`src/sv/arpc_pkg.sv`:
```
// Shared types and codes for the ARP cache with pending requests.
`default_nettype none
package arpc_pkg;

    typedef enum logic [1:0] {
        K_LOOKUP = 2'd0,
        K_APPEND = 2'd1,
        K_INSERT = 2'd2,
        K_TICK   = 2'd3
    } t_kind;

    typedef enum logic [2:0] {
        EV_LOOKUP  = 3'd0,
        EV_SEND    = 3'd1,
        EV_QUEUED  = 3'd2,
        EV_FULL    = 3'd3,
        EV_RELEASE = 3'd4,
        EV_RESEND  = 3'd5,
        EV_UNREACH = 3'd6,
        EV_DONE    = 3'd7
    } t_event;

    typedef enum logic [3:0] {
        S_IDLE,
        S_START,
        S_AGE,
        S_E_EV,
        S_E_WR,
        S_P_RD,
        S_P_EV,
        S_P_WR,
        S_DONE
    } t_state;

    localparam logic CFG_MAX_AGE     = 1'b0;
    localparam logic CFG_RETRY_LIMIT = 1'b1;

    localparam logic [7:0] MAX_AGE_RST     = 8'd15;
    localparam logic [3:0] RETRY_LIMIT_RST = 4'd5;
    localparam logic [4:0] RETRY_MAX       = 5'd31;

    typedef struct packed {
        logic [1:0]  kind;
        logic [31:0] ip_addr;
        logic [47:0] mac_addr;
        logic [3:0]  iface;
    } t_in;

    typedef struct packed {
        logic [2:0]  event_res;
        logic        hit;
        logic [47:0] mac_out;
        logic [31:0] ip_out;
        logic [3:0]  iface_out;
        logic        last;
    } t_out;

    typedef struct packed {
        t_kind kind;
        logic  slot_valid;
        logic  ip_match;
        logic  iface_match;
        logic  over_limit;
        logic  have_free;
        logic  present;
        logic  last_idx;
        logic  out_free;
    } t_stat;

    typedef struct packed {
        logic   accept;
        logic   req_phase;
        logic   idx_clr;
        logic   idx_inc;
        logic   note_free;
        logic   note_present;
        logic   ent_write;
        logic   age_tick;
        logic   req_alloc;
        logic   req_clear;
        logic   req_retry_inc;
        logic   emit;
        t_event ev;
    } t_cmd;

endpackage
`default_nettype wire

```
`src/sv/arpc_ctrl.sv`:
```
// Sequencer for lookup, append, insert and tick scans.
`default_nettype none
module arpc_ctrl (
    input  wire logic           i_clk,
    input  wire logic           i_rst_n,
    input  wire logic           i_in_valid,
    input  wire arpc_pkg::t_stat i_stat,
    output arpc_pkg::t_cmd      o_cmd,
    output logic                o_ready
);

    arpc_pkg::t_state r_state;
    arpc_pkg::t_state n_state;

    logic e_match;
    logic p_match;

    assign e_match = i_stat.slot_valid && i_stat.ip_match;
    assign p_match = i_stat.slot_valid && i_stat.ip_match;

    always_ff @(posedge i_clk) begin
        if (!i_rst_n) begin
            r_state <= arpc_pkg::S_IDLE;
        end else begin
            r_state <= n_state;
        end
    end

    // next state
    always_comb begin
        n_state = r_state;
        case (r_state)
            arpc_pkg::S_IDLE: begin
                if (i_in_valid) n_state = arpc_pkg::S_START;
            end
            arpc_pkg::S_START: begin
                case (i_stat.kind)
                    arpc_pkg::K_LOOKUP, arpc_pkg::K_INSERT: n_state = arpc_pkg::S_E_EV;
                    arpc_pkg::K_APPEND: n_state = arpc_pkg::S_P_EV;
                    default: n_state = arpc_pkg::S_AGE;
                endcase
            end
            arpc_pkg::S_AGE: n_state = arpc_pkg::S_P_EV;
            arpc_pkg::S_E_EV: begin
                if (i_stat.kind == arpc_pkg::K_LOOKUP) begin
                    if (e_match || i_stat.last_idx) begin
                        if (i_stat.out_free) n_state = arpc_pkg::S_IDLE;
                    end else begin
                        n_state = arpc_pkg::S_START;
                    end
                end else begin
                    n_state = i_stat.last_idx ? arpc_pkg::S_E_WR : arpc_pkg::S_START;
                end
            end
            arpc_pkg::S_E_WR: n_state = arpc_pkg::S_P_RD;
            arpc_pkg::S_P_RD: n_state = arpc_pkg::S_P_EV;
            arpc_pkg::S_P_EV: begin
                case (i_stat.kind)
                    arpc_pkg::K_APPEND: begin
                        if (p_match && i_stat.iface_match) begin
                            if (i_stat.out_free) n_state = arpc_pkg::S_IDLE;
                        end else if (i_stat.last_idx) begin
                            if (i_stat.have_free || !i_stat.slot_valid) begin
                                n_state = arpc_pkg::S_P_WR;
                            end else if (i_stat.out_free) begin
                                n_state = arpc_pkg::S_IDLE;
                            end
                        end else begin
                            n_state = arpc_pkg::S_P_RD;
                        end
                    end
                    arpc_pkg::K_INSERT: begin
                        if (!p_match || i_stat.out_free) begin
                            n_state = i_stat.last_idx ? arpc_pkg::S_DONE : arpc_pkg::S_P_RD;
                        end
                    end
                    default: begin
                        if (!i_stat.slot_valid || i_stat.out_free) begin
                            n_state = i_stat.last_idx ? arpc_pkg::S_DONE : arpc_pkg::S_P_RD;
                        end
                    end
                endcase
            end
            arpc_pkg::S_P_WR, arpc_pkg::S_DONE: begin
                if (i_stat.out_free) n_state = arpc_pkg::S_IDLE;
            end
            default: n_state = arpc_pkg::S_IDLE;
        endcase
    end

    // commands
    always_comb begin
        o_cmd = '0;
        o_cmd.ev = arpc_pkg::EV_DONE;
        o_ready = 1'b0;
        case (r_state)
            arpc_pkg::S_IDLE: begin
                o_ready = 1'b1;
                o_cmd.accept = i_in_valid;
            end
            arpc_pkg::S_START: begin
                o_cmd.req_phase = (i_stat.kind == arpc_pkg::K_APPEND);
            end
            arpc_pkg::S_AGE: begin
                o_cmd.age_tick = 1'b1;
                o_cmd.req_phase = 1'b1;
            end
            arpc_pkg::S_E_EV: begin
                if (i_stat.kind == arpc_pkg::K_LOOKUP) begin
                    if (e_match || i_stat.last_idx) begin
                        o_cmd.emit = i_stat.out_free;
                        o_cmd.ev = arpc_pkg::EV_LOOKUP;
                    end else begin
                        o_cmd.idx_inc = 1'b1;
                    end
                end else begin
                    o_cmd.note_free = 1'b1;
                    o_cmd.note_present = 1'b1;
                    o_cmd.idx_inc = !i_stat.last_idx;
                end
            end
            arpc_pkg::S_E_WR: begin
                o_cmd.ent_write = !i_stat.present;
                o_cmd.idx_clr = 1'b1;
            end
            arpc_pkg::S_P_RD: begin
                o_cmd.req_phase = 1'b1;
            end
            arpc_pkg::S_P_EV: begin
                o_cmd.req_phase = 1'b1;
                case (i_stat.kind)
                    arpc_pkg::K_APPEND: begin
                        if (p_match && i_stat.iface_match) begin
                            o_cmd.emit = i_stat.out_free;
                            o_cmd.ev = arpc_pkg::EV_QUEUED;
                        end else begin
                            o_cmd.note_free = 1'b1;
                            if (i_stat.last_idx) begin
                                if (i_stat.slot_valid && !i_stat.have_free) begin
                                    o_cmd.emit = i_stat.out_free;
                                    o_cmd.ev = arpc_pkg::EV_FULL;
                                end
                            end else begin
                                o_cmd.idx_inc = 1'b1;
                            end
                        end
                    end
                    arpc_pkg::K_INSERT: begin
                        if (p_match) begin
                            o_cmd.emit = i_stat.out_free;
                            o_cmd.req_clear = i_stat.out_free;
                            o_cmd.ev = arpc_pkg::EV_RELEASE;
                        end
                        o_cmd.idx_inc = (!p_match || i_stat.out_free) && !i_stat.last_idx;
                    end
                    default: begin
                        if (i_stat.slot_valid) begin
                            o_cmd.emit = i_stat.out_free;
                            o_cmd.req_clear = i_stat.out_free && i_stat.over_limit;
                            o_cmd.req_retry_inc = i_stat.out_free && !i_stat.over_limit;
                            o_cmd.ev = i_stat.over_limit ? arpc_pkg::EV_UNREACH
                                                         : arpc_pkg::EV_RESEND;
                        end
                        o_cmd.idx_inc = (!i_stat.slot_valid || i_stat.out_free)
                                        && !i_stat.last_idx;
                    end
                endcase
            end
            arpc_pkg::S_P_WR: begin
                o_cmd.req_phase = 1'b1;
                o_cmd.req_alloc = i_stat.out_free;
                o_cmd.emit = i_stat.out_free;
                o_cmd.ev = arpc_pkg::EV_SEND;
            end
            arpc_pkg::S_DONE: begin
                o_cmd.emit = i_stat.out_free;
                o_cmd.ev = arpc_pkg::EV_DONE;
            end
            default: ;
        endcase
    end

endmodule
`default_nettype wire

```
`src/sv/arpc_dp.sv`:
```
// Mapping and request tables, scan registers and result register.
`default_nettype none
module arpc_dp #(
    parameter int TABLE_DEPTH   = 32,
    parameter int PENDING_DEPTH = 16
) (
    input  wire logic            i_clk,
    input  wire logic            i_rst_n,
    input  wire arpc_pkg::t_in   i_in_data,
    input  wire arpc_pkg::t_cmd  i_cmd,
    output arpc_pkg::t_stat      o_stat,
    output logic                 o_out_valid,
    input  wire logic            i_out_stall,
    output arpc_pkg::t_out       o_out_data,
    input  wire logic            i_cfg_we,
    input  wire logic            i_cfg_idx,
    input  wire logic [7:0]      i_cfg_data
);

    localparam int EW = $clog2(TABLE_DEPTH);
    localparam int PW = (PENDING_DEPTH > 1) ? $clog2(PENDING_DEPTH) : 1;
    localparam int IW = (EW > PW) ? EW : PW;

    logic [7:0]          r_max_age;
    logic [3:0]          r_retry_limit;
    arpc_pkg::t_in       r_in;
    logic [IW-1:0]       r_idx;
    logic [IW-1:0]       r_free;
    logic                r_have_free;
    logic                r_present;
    logic [EW-1:0]       r_victim;

    logic [TABLE_DEPTH-1:0] r_ent_vld;
    logic [7:0]          r_ent_age [TABLE_DEPTH];
    logic [31:0]         r_mem_eip [TABLE_DEPTH];
    logic [47:0]         r_mem_emac [TABLE_DEPTH];
    logic [31:0]         r_rd_eip;
    logic [47:0]         r_rd_emac;

    logic [PENDING_DEPTH-1:0] r_req_vld;
    logic [31:0]         r_mem_rip [PENDING_DEPTH];
    logic [3:0]          r_mem_rif [PENDING_DEPTH];
    logic [4:0]          r_mem_rret [PENDING_DEPTH];
    logic [31:0]         r_rd_rip;
    logic [3:0]          r_rd_rif;
    logic [4:0]          r_rd_rret;

    logic                r_out_vld;
    arpc_pkg::t_out      r_out;
    arpc_pkg::t_out      n_out;

    logic [EW-1:0]       e_idx;
    logic [PW-1:0]       p_idx;
    logic [EW-1:0]       ent_slot;
    logic [PW-1:0]       req_slot;
    logic                slot_valid;
    logic                ip_match;
    logic                out_free;
    logic [4:0]          ret_inc;

    assign e_idx    = r_idx[EW-1:0];
    assign p_idx    = r_idx[PW-1:0];
    assign ent_slot = r_have_free ? r_free[EW-1:0] : r_victim;
    assign req_slot = r_free[PW-1:0];
    assign slot_valid = i_cmd.req_phase ? r_req_vld[p_idx] : r_ent_vld[e_idx];
    assign ip_match   = i_cmd.req_phase ? (r_rd_rip == r_in.ip_addr)
                                        : (r_rd_eip == r_in.ip_addr);
    assign out_free = !r_out_vld || !i_out_stall;
    assign ret_inc  = (r_rd_rret == arpc_pkg::RETRY_MAX) ? r_rd_rret : r_rd_rret + 5'd1;

    always_comb begin
        o_stat.kind        = arpc_pkg::t_kind'(r_in.kind);
        o_stat.slot_valid  = slot_valid;
        o_stat.ip_match    = ip_match;
        o_stat.iface_match = (r_rd_rif == r_in.iface);
        o_stat.over_limit  = (r_rd_rret > {1'b0, r_retry_limit});
        o_stat.have_free   = r_have_free;
        o_stat.present     = r_present;
        o_stat.last_idx    = i_cmd.req_phase ? (r_idx == IW'(PENDING_DEPTH - 1))
                                             : (r_idx == IW'(TABLE_DEPTH - 1));
        o_stat.out_free    = out_free;
    end

    always_ff @(posedge i_clk) begin
        if (!i_rst_n) begin
            r_max_age     <= arpc_pkg::MAX_AGE_RST;
            r_retry_limit <= arpc_pkg::RETRY_LIMIT_RST;
        end else if (i_cfg_we) begin
            if (i_cfg_idx == arpc_pkg::CFG_MAX_AGE) r_max_age <= i_cfg_data;
            if (i_cfg_idx == arpc_pkg::CFG_RETRY_LIMIT) r_retry_limit <= i_cfg_data[3:0];
        end
    end

    // scan control
    always_ff @(posedge i_clk) begin
        if (!i_rst_n) begin
            r_idx       <= '0;
            r_have_free <= 1'b0;
            r_present   <= 1'b0;
            r_victim    <= '0;
        end else begin
            if (i_cmd.accept) begin
                r_idx       <= '0;
                r_have_free <= 1'b0;
                r_present   <= 1'b0;
            end else if (i_cmd.idx_clr) begin
                r_idx <= '0;
            end else if (i_cmd.idx_inc) begin
                r_idx <= r_idx + 1'b1;
            end
            if (i_cmd.note_free && !r_have_free && !slot_valid) begin
                r_have_free <= 1'b1;
            end
            if (i_cmd.note_present && slot_valid && ip_match) begin
                r_present <= 1'b1;
            end
            if (i_cmd.ent_write && !r_have_free) begin
                r_victim <= (r_victim == EW'(TABLE_DEPTH - 1)) ? '0 : r_victim + 1'b1;
            end
        end
    end

    always_ff @(posedge i_clk) begin
        if (i_cmd.accept) r_in <= i_in_data;
        if (i_cmd.note_free && !r_have_free && !slot_valid) r_free <= r_idx;
    end

    // mapping table: valid and age in flops
    always_ff @(posedge i_clk) begin
        if (!i_rst_n) begin
            r_ent_vld <= '0;
            for (int i = 0; i < TABLE_DEPTH; i++) r_ent_age[i] <= '0;
        end else if (i_cmd.age_tick) begin
            for (int i = 0; i < TABLE_DEPTH; i++) begin
                if (r_ent_vld[i]) begin
                    if (r_ent_age[i] >= r_max_age) r_ent_vld[i] <= 1'b0;
                    else r_ent_age[i] <= r_ent_age[i] + 8'd1;
                end
            end
        end else if (i_cmd.ent_write) begin
            r_ent_vld[ent_slot] <= 1'b1;
            r_ent_age[ent_slot] <= '0;
        end
    end

    always_ff @(posedge i_clk) begin
        if (i_cmd.ent_write) begin
            r_mem_eip[ent_slot]  <= r_in.ip_addr;
            r_mem_emac[ent_slot] <= r_in.mac_addr;
        end
        r_rd_eip  <= r_mem_eip[e_idx];
        r_rd_emac <= r_mem_emac[e_idx];
    end

    // request table
    always_ff @(posedge i_clk) begin
        if (!i_rst_n) begin
            r_req_vld <= '0;
        end else if (i_cmd.req_alloc) begin
            r_req_vld[req_slot] <= 1'b1;
        end else if (i_cmd.req_clear) begin
            r_req_vld[p_idx] <= 1'b0;
        end
    end

    always_ff @(posedge i_clk) begin
        if (i_cmd.req_alloc) begin
            r_mem_rip[req_slot]  <= r_in.ip_addr;
            r_mem_rif[req_slot]  <= r_in.iface;
            r_mem_rret[req_slot] <= '0;
        end else if (i_cmd.req_retry_inc) begin
            r_mem_rret[p_idx] <= ret_inc;
        end
        r_rd_rip  <= r_mem_rip[p_idx];
        r_rd_rif  <= r_mem_rif[p_idx];
        r_rd_rret <= r_mem_rret[p_idx];
    end

    // result formatting
    always_comb begin
        n_out = '0;
        n_out.event_res = i_cmd.ev;
        n_out.last = 1'b1;
        case (i_cmd.ev)
            arpc_pkg::EV_LOOKUP: begin
                n_out.hit     = slot_valid && ip_match;
                n_out.mac_out = (slot_valid && ip_match) ? r_rd_emac : '0;
                n_out.ip_out  = r_in.ip_addr;
            end
            arpc_pkg::EV_SEND, arpc_pkg::EV_QUEUED, arpc_pkg::EV_FULL: begin
                n_out.ip_out    = r_in.ip_addr;
                n_out.iface_out = r_in.iface;
            end
            arpc_pkg::EV_RELEASE: begin
                n_out.mac_out   = r_in.mac_addr;
                n_out.ip_out    = r_in.ip_addr;
                n_out.iface_out = r_rd_rif;
                n_out.last      = 1'b0;
            end
            arpc_pkg::EV_RESEND, arpc_pkg::EV_UNREACH: begin
                n_out.ip_out    = r_rd_rip;
                n_out.iface_out = r_rd_rif;
                n_out.last      = 1'b0;
            end
            default: begin
                n_out.ip_out = (r_in.kind == arpc_pkg::K_INSERT) ? r_in.ip_addr : '0;
            end
        endcase
    end

    always_ff @(posedge i_clk) begin
        if (!i_rst_n) begin
            r_out_vld <= 1'b0;
        end else if (i_cmd.emit) begin
            r_out_vld <= 1'b1;
        end else if (!i_out_stall) begin
            r_out_vld <= 1'b0;
        end
    end

    always_ff @(posedge i_clk) begin
        if (i_cmd.emit) r_out <= n_out;
    end

    assign o_out_valid = r_out_vld;
    assign o_out_data  = r_out;

`ifndef ASSERT_OFF
    a_emit_room: assert property (@(posedge i_clk) disable iff (!i_rst_n)
        i_cmd.emit |-> (!r_out_vld || !i_out_stall))
        else $error("result written over a pending transfer");
    a_accept_clr: assert property (@(posedge i_clk) disable iff (!i_rst_n)
        i_cmd.accept |=> (r_idx == '0 && !r_have_free && !r_present))
        else $error("scan state not cleared on accept");
    a_alloc_set: assert property (@(posedge i_clk) disable iff (!i_rst_n)
        i_cmd.req_alloc |=> (r_req_vld != '0))
        else $error("request allocated but no slot valid");
`endif

endmodule
`default_nettype wire

```
`src/sv/arp_cache_with_pending_requests.sv`:
```
// Top level of the ARP cache with pending requests.
//
//  channel   | dir | handshake                  | payload
//  ----------+-----+----------------------------+-------------------------
//  input     | in  | i_in_valid / o_in_stall    | i_in_data  (t_in)
//  result    | out | o_out_valid / i_out_stall  | o_out_data (t_out)
//  config    | in  | i_cfg_we                   | i_cfg_idx, i_cfg_data
//
// One item at a time. The tables are scanned one slot at a time through
// registered memory reads: a slot is read, then its event state acts on it.
// A lookup walks the mapping table, an append the request table, an insert
// the mapping table and then the request table, and a tick ages all entries
// in a single state and then walks only the request table.
// Reset is synchronous; valid bits and ages clear at once, no clearing pass.
// A stalled result holds the scan in place wherever a result is to be written;
// the next transfer is written in the cycle the previous one leaves.
`default_nettype none
module arp_cache_with_pending_requests #(
    parameter int TABLE_DEPTH   = 32,
    parameter int PENDING_DEPTH = 16
) (
    input  wire logic           i_clk,
    input  wire logic           i_rst_n,
    input  wire logic           i_in_valid,
    output logic                o_in_stall,
    input  wire arpc_pkg::t_in  i_in_data,
    output logic                o_out_valid,
    input  wire logic           i_out_stall,
    output arpc_pkg::t_out      o_out_data,
    input  wire logic           i_cfg_we,
    input  wire logic           i_cfg_idx,
    input  wire logic [7:0]     i_cfg_data
);

    arpc_pkg::t_cmd  cmd;
    arpc_pkg::t_stat stat;
    logic            ready;

    // stall inputs whenever a scan is in progress
    assign o_in_stall = !ready;

    arpc_ctrl u_ctrl (
        .i_clk      (i_clk),
        .i_rst_n    (i_rst_n),
        .i_in_valid (i_in_valid),
        .i_stat     (stat),
        .o_cmd      (cmd),
        .o_ready    (ready)
    );

    arpc_dp #(
        .TABLE_DEPTH   (TABLE_DEPTH),
        .PENDING_DEPTH (PENDING_DEPTH)
    ) u_dp (
        .i_clk       (i_clk),
        .i_rst_n     (i_rst_n),
        .i_in_data   (i_in_data),
        .i_cmd       (cmd),
        .o_stat      (stat),
        .o_out_valid (o_out_valid),
        .i_out_stall (i_out_stall),
        .o_out_data  (o_out_data),
        .i_cfg_we    (i_cfg_we),
        .i_cfg_idx   (i_cfg_idx),
        .i_cfg_data  (i_cfg_data)
    );

endmodule
`default_nettype wire

```
`config.mk`:
```
export PLATFORM = sky130hd
export DESIGN_NAME = arp_cache_with_pending_requests
export DESIGN_NICKNAME = d
export VERILOG_FILES = /design/src/sv/arpc_pkg.sv /design/src/sv/arpc_ctrl.sv /design/src/sv/arpc_dp.sv /design/src/sv/arp_cache_with_pending_requests.sv
export SDC_FILE = /design/constraint.sdc
export NUM_CORES = 2
export LEC_CHECK = 0
export ABC_AREA = 1
export BUFFER_PORTS_ARGS = -buffer_cell sky130_fd_sc_hd__buf_2
export CELL_PAD_IN_SITES_DETAIL_PLACEMENT = 1
export CELL_PAD_IN_SITES_GLOBAL_PLACEMENT = 2
export CORE_UTILIZATION = 35
export CTS_CLUSTER_DIAMETER = 100
export DETAILED_ROUTE_END_ITERATION = 10
export PLACE_DENSITY = 0.65
export SYNTH_ARGS = -nofsm -noshare
export SYNTH_HDL_FRONTEND = slang
export SYNTH_SLANG_ARGS = --single-unit
```
`constraint.sdc`:
```
create_clock -name i_clk -period 11.95 [get_ports i_clk]
set_input_delay 1.195 -clock i_clk [delete_from_list [all_inputs] [get_ports i_clk]]
set_output_delay 1.195 -clock i_clk [all_outputs]
set_load 0.01 [all_outputs]
```
==> run_results.csv <==
group,metric,value,unit
global_routing,grt_pass1_wl,797000,um
clock_tree,root_buffer,"clkbuf_16",
status,outcome,"completed",
setup_path,cpMaxStageDelayCell,"nand3_2",
power,p_sw_share,24.5,%
floorplan,die_w,670,um
routing,drtIter0Drc,9682,
logic_synthesis,synth.avg_cell_area,12.0,um2
clock_tree,clockBufferDepth,4,
floorplan,core_area,443000,um2
timing,layout_setup_ws,5.16,ns
routing,wl,556000,um
cells_and_area,final_nets,13500,
logic_synthesis,ys_types,52,
placement,place.gp.congestion,0.816,
cells_and_area,drive_gt1_share,8.64,%
power,p_seq_share,51.0,%
routing,first_pass_iters,6,
timing,drv_slew,0,
timing,min_period_over_period,56.8,%
clock_tree,cts_sinks,3850,
cells_and_area,fill_cells,46400,
clock_tree,clkTransAtPathRegs,0.06,ns
clock_tree,cts_tree,"built",
cells_and_area,layout_commonest_cell,"edfxtp_1",
cells_and_area,most-common-layout-cells,"edfxtp_1 (3396), nor2_1 (2014), o21ai_0 (1802)",
routing,ant_nets,0,
timing,finalSetupTns,0,ns
timing,fmax,147,MHz
cells_and_area,final_util,40.2,%
routing,vias_per_cell,5.59,
min_path,holdCritPathClass,"primary input to flip-flop",
timing,finalSetupViolCount,0,
cells_and_area,stdcell_count,19400,
global_routing,grt_max_degree,214,
setup_path,path_cells,"inv_1 > ha_1 > nand3_2 > nand3_2 > nand2_1 > nand2_1 > nand2_1 > nand2_1 > nand2_1 > nor2_1 > nand2_1 > nor2_2 > nand3_2 > nand2_1 > nand2_1 > nand2_2 > nand4_1 > nor2_1 > nand2_1 > clkinv_2 > buf_4 > nand2_1 > nand2_1",
logic_synthesis,synthCells,13000,
setup_path,critPathTopFamily,"simple AND/OR/NAND/NOR gates",
timing,worst_pin_slew,1.44,ns
power,leakage,61.1,nW
power,clock_power_share,42.6,%
routing,drc,0,
power,powerDensity,173,nW/um2
logic_synthesis,synth_flop_cell,"edfxtp_1",
logic_synthesis,synth-async-reset-ratio,0,%
min_path,hp-start,"i_in_data[45]",
setup_path,worstPathBufferInverterCount,3,
setup_path,max_stage_delay,0.98,ns
setup_path,arrival,7.60,ns
routing,vias,108000,
power,p_total,30.7,mW
clock_tree,post_cts_resized,0,
placement,port_buffers,190,
floorplan,die_h,670,um
floorplan,dieArea,449000,um2
setup_path,rr_worst_depth,23,
power,peakVddDrop,0.000126,V
clock_tree,htree_num_levels,5,
global_routing,grt_pass1_vias,112000,
placement,detailedPlace.worstSlack,5.15,ns
setup_path,cp_common_cell,"nand2_1",
setup_path,critPathLaunchType,"flip-flop",
job,drv_cap,0,
logic_synthesis,netlist_area,156000,um2
timing,hold_viol,0,
clock_tree,numCtsBuffers,423,
logic_synthesis,yosysSeqAreaShare,71.1,%
logic_synthesis,synth_edf_count,3396,
setup_path,timing.rr.end,"u_dp.o_out_data[66]",
setup_path,critPathKind,"flip-flop to flip-flop",
timing,fin_skew,0.0868,ns
setup_path,reg2reg_slack,5.16,ns
logic_synthesis,yosys_warnings,0,
setup_path,r2r_start,"u_dp.o_stat[9]",
clock_tree,cts_hold_buf,0,
floorplan,initial_core_util,35.2,%
floorplan,num_rows,244,
clock_tree,post_cts_buffers,0,
setup_path,path_max_fanout,49,
logic_synthesis,syn_nets,13400,
logic_synthesis,ys_ff_latch,3850,
timing,period_needed,6.79,ns
global_routing,grt_overflow,0,
setup_path,required,12.76,ns
floorplan,io_pins,191,
clock_tree,clock_latency,1.01,ns
global_routing,grtUsageTotal,24.1,%
cells_and_area,area_delta_synth_final,14.0,%
timing,slew_headroom,3.89,%
placement,dp_hpwl,288000,um
min_path,min_to,"u_dp.r_in[45]",
global_routing,antenna_found_initial,29,
timing,rsz0062_at_grt,"false",
setup_path,end_kind,"flip-flop",
routing,drt-wirelength-per-cell,28.7,um
power,p_int,23.2,mW
placement,place_inst,18600,
power,netSwitchingPower,7.52,mW
power,p_comb_share,6.4,%
min_path,min_path_cells,1,
per-stage QoR:
step | hold WS, ns | cell area (um2)
finish | 0.354 | 178000
global route | 0.311 | 178000
CTS | 0.260 | 178000
detailed placement | 0.443 | 164000
global placement | 0.436 | 164000
floorplan | 0.406 | 156000
flip-flops by register name, summed over array words and instances, names as in the netlist, 8 cells and up:
name and cells:
u_dp.r_ent_vld 32, u_dp.r_max_age 8, u_dp.r_mem_rif 64, u_dp.r_mem_eip 1024
u_dp.o_out_data 89, u_dp.r_mem_rret 80, u_dp.r_ent_age 256, u_dp.r_rd_rip 32
u_dp.r_req_vld 16, u_dp.r_mem_rip 512, u_dp.r_rd_eip 32, u_dp.r_rd_emac 48
u_dp.r_in 84, u_dp.r_mem_emac 1536
power by group through the flow:
stage | clock network, mW | registers, mW | logic (mW)
after CTS | 13.4 | 15.7 | 1.98
after global routing | 13.8 | 15.7 | 2.15
final | 13.1 | 15.7 | 1.96
after floorplan | 0 | 15.9 | 0.996
after global placement | 0 | 15.9 | 1.91
after detailed placement | 0 | 15.9 | 1.97
cell usage after synthesis, types with 111 or more instances:
cell type	count	share of area (%)
a21oi_1	361	1.2
clkbuf_1	669	1.6
dfxtp_1	454	5.8
edfxtp_1	3396	65
ha_1	303	2.4
inv_1	558	1.3
nand2_1	1370	3.3
nand3_1	291	0.93
nand4_1	185	0.74
nor2_1	2067	5.0
nor3_1	111	0.36
o21ai_0	1803	5.8
o22ai_1	823	3.3
cells by family (layout without fill, tap and decap cells):
kind of cell,count (synthesis),after routing,synth area share (%)
flip-flops,3850,3850,71.1
AO/OA/AOI/OAI,3350,3350,12.1
buffers and inverters,1296,1774,3.16
XOR/XNOR,75,75,0.421
other,0,4,0
AND/OR/NAND/NOR,4128,4128,10.8
adder cells (fa/ha/maj),303,303,2.43
routing by layer:
metal | routed length (um) | GRT usage (%) | part of all wire, %
met1 | 246000 | 32.6 | 44
met2 | 269000 | 41.1 | 48
met3 | 25700 | 2.37 | 4.6
met4 | 16200 | 6.65 | 2.9
met5 | 44 | 0 | 0.0079
cell type report:
cell class / count / area, um2 / share of cell area (%)
Timing Repair Buffer: 419 / 2960 / 1.66
Antenna cell: 4 / 10.0 / 0.00562
Sequential cell: 3850 / 111000 / 62.4
Tap cell: 5904 / 7390 / 4.15
Clock inverter: 212 / 2180 / 1.22
Inverter: 564 / 2150 / 1.21
Clock buffer: 579 / 11700 / 6.55
Multi-Input combinational cell: 7856 / 40500 / 22.8
worst reg2reg max path, stage by stage (launching register included):
cell and delay (ns):
edfxtp_1 0.42, inv_1 0.11, ha_1 0.38, nand3_2 0.73, nand3_2 0.98, nand2_1 0.23
nand2_1 0.11, nand2_1 0.05, nand2_1 0.05, nand2_1 0.05, nor2_1 0.12, nand2_1 0.09
nor2_2 0.25, nand3_2 0.20, nand2_1 0.12, nand2_1 0.12, nand2_2 0.15, nand4_1 0.57
nor2_1 0.35, nand2_1 0.13, clkinv_2 0.06, buf_4 0.89, nand2_1 0.34, nand2_1 0.12
worst max-delay path by stage:
stage | endpoint | cells past startpoint | slack (ns) | from
2_1_floorplan | u_dp.o_out_data[0] | 18 | 2.68 | u_dp.o_stat[8]
3_3_place_gp | u_dp.o_out_data[85] | 21 | 5.37 | u_dp.o_stat[9]
3_5_place_dp | u_dp.o_out_data[39] | 23 | 5.15 | u_dp.o_stat[9]
4_1_cts | u_dp.o_out_data[39] | 23 | 5.08 | u_dp.o_stat[9]
5_1_grt | u_dp.o_out_data[48] | 23 | 4.62 | u_dp.o_stat[9]
6_report | u_dp.o_out_data[66] | 23 | 5.16 | u_dp.o_stat[9]
(Power assumes the default switching activity.)
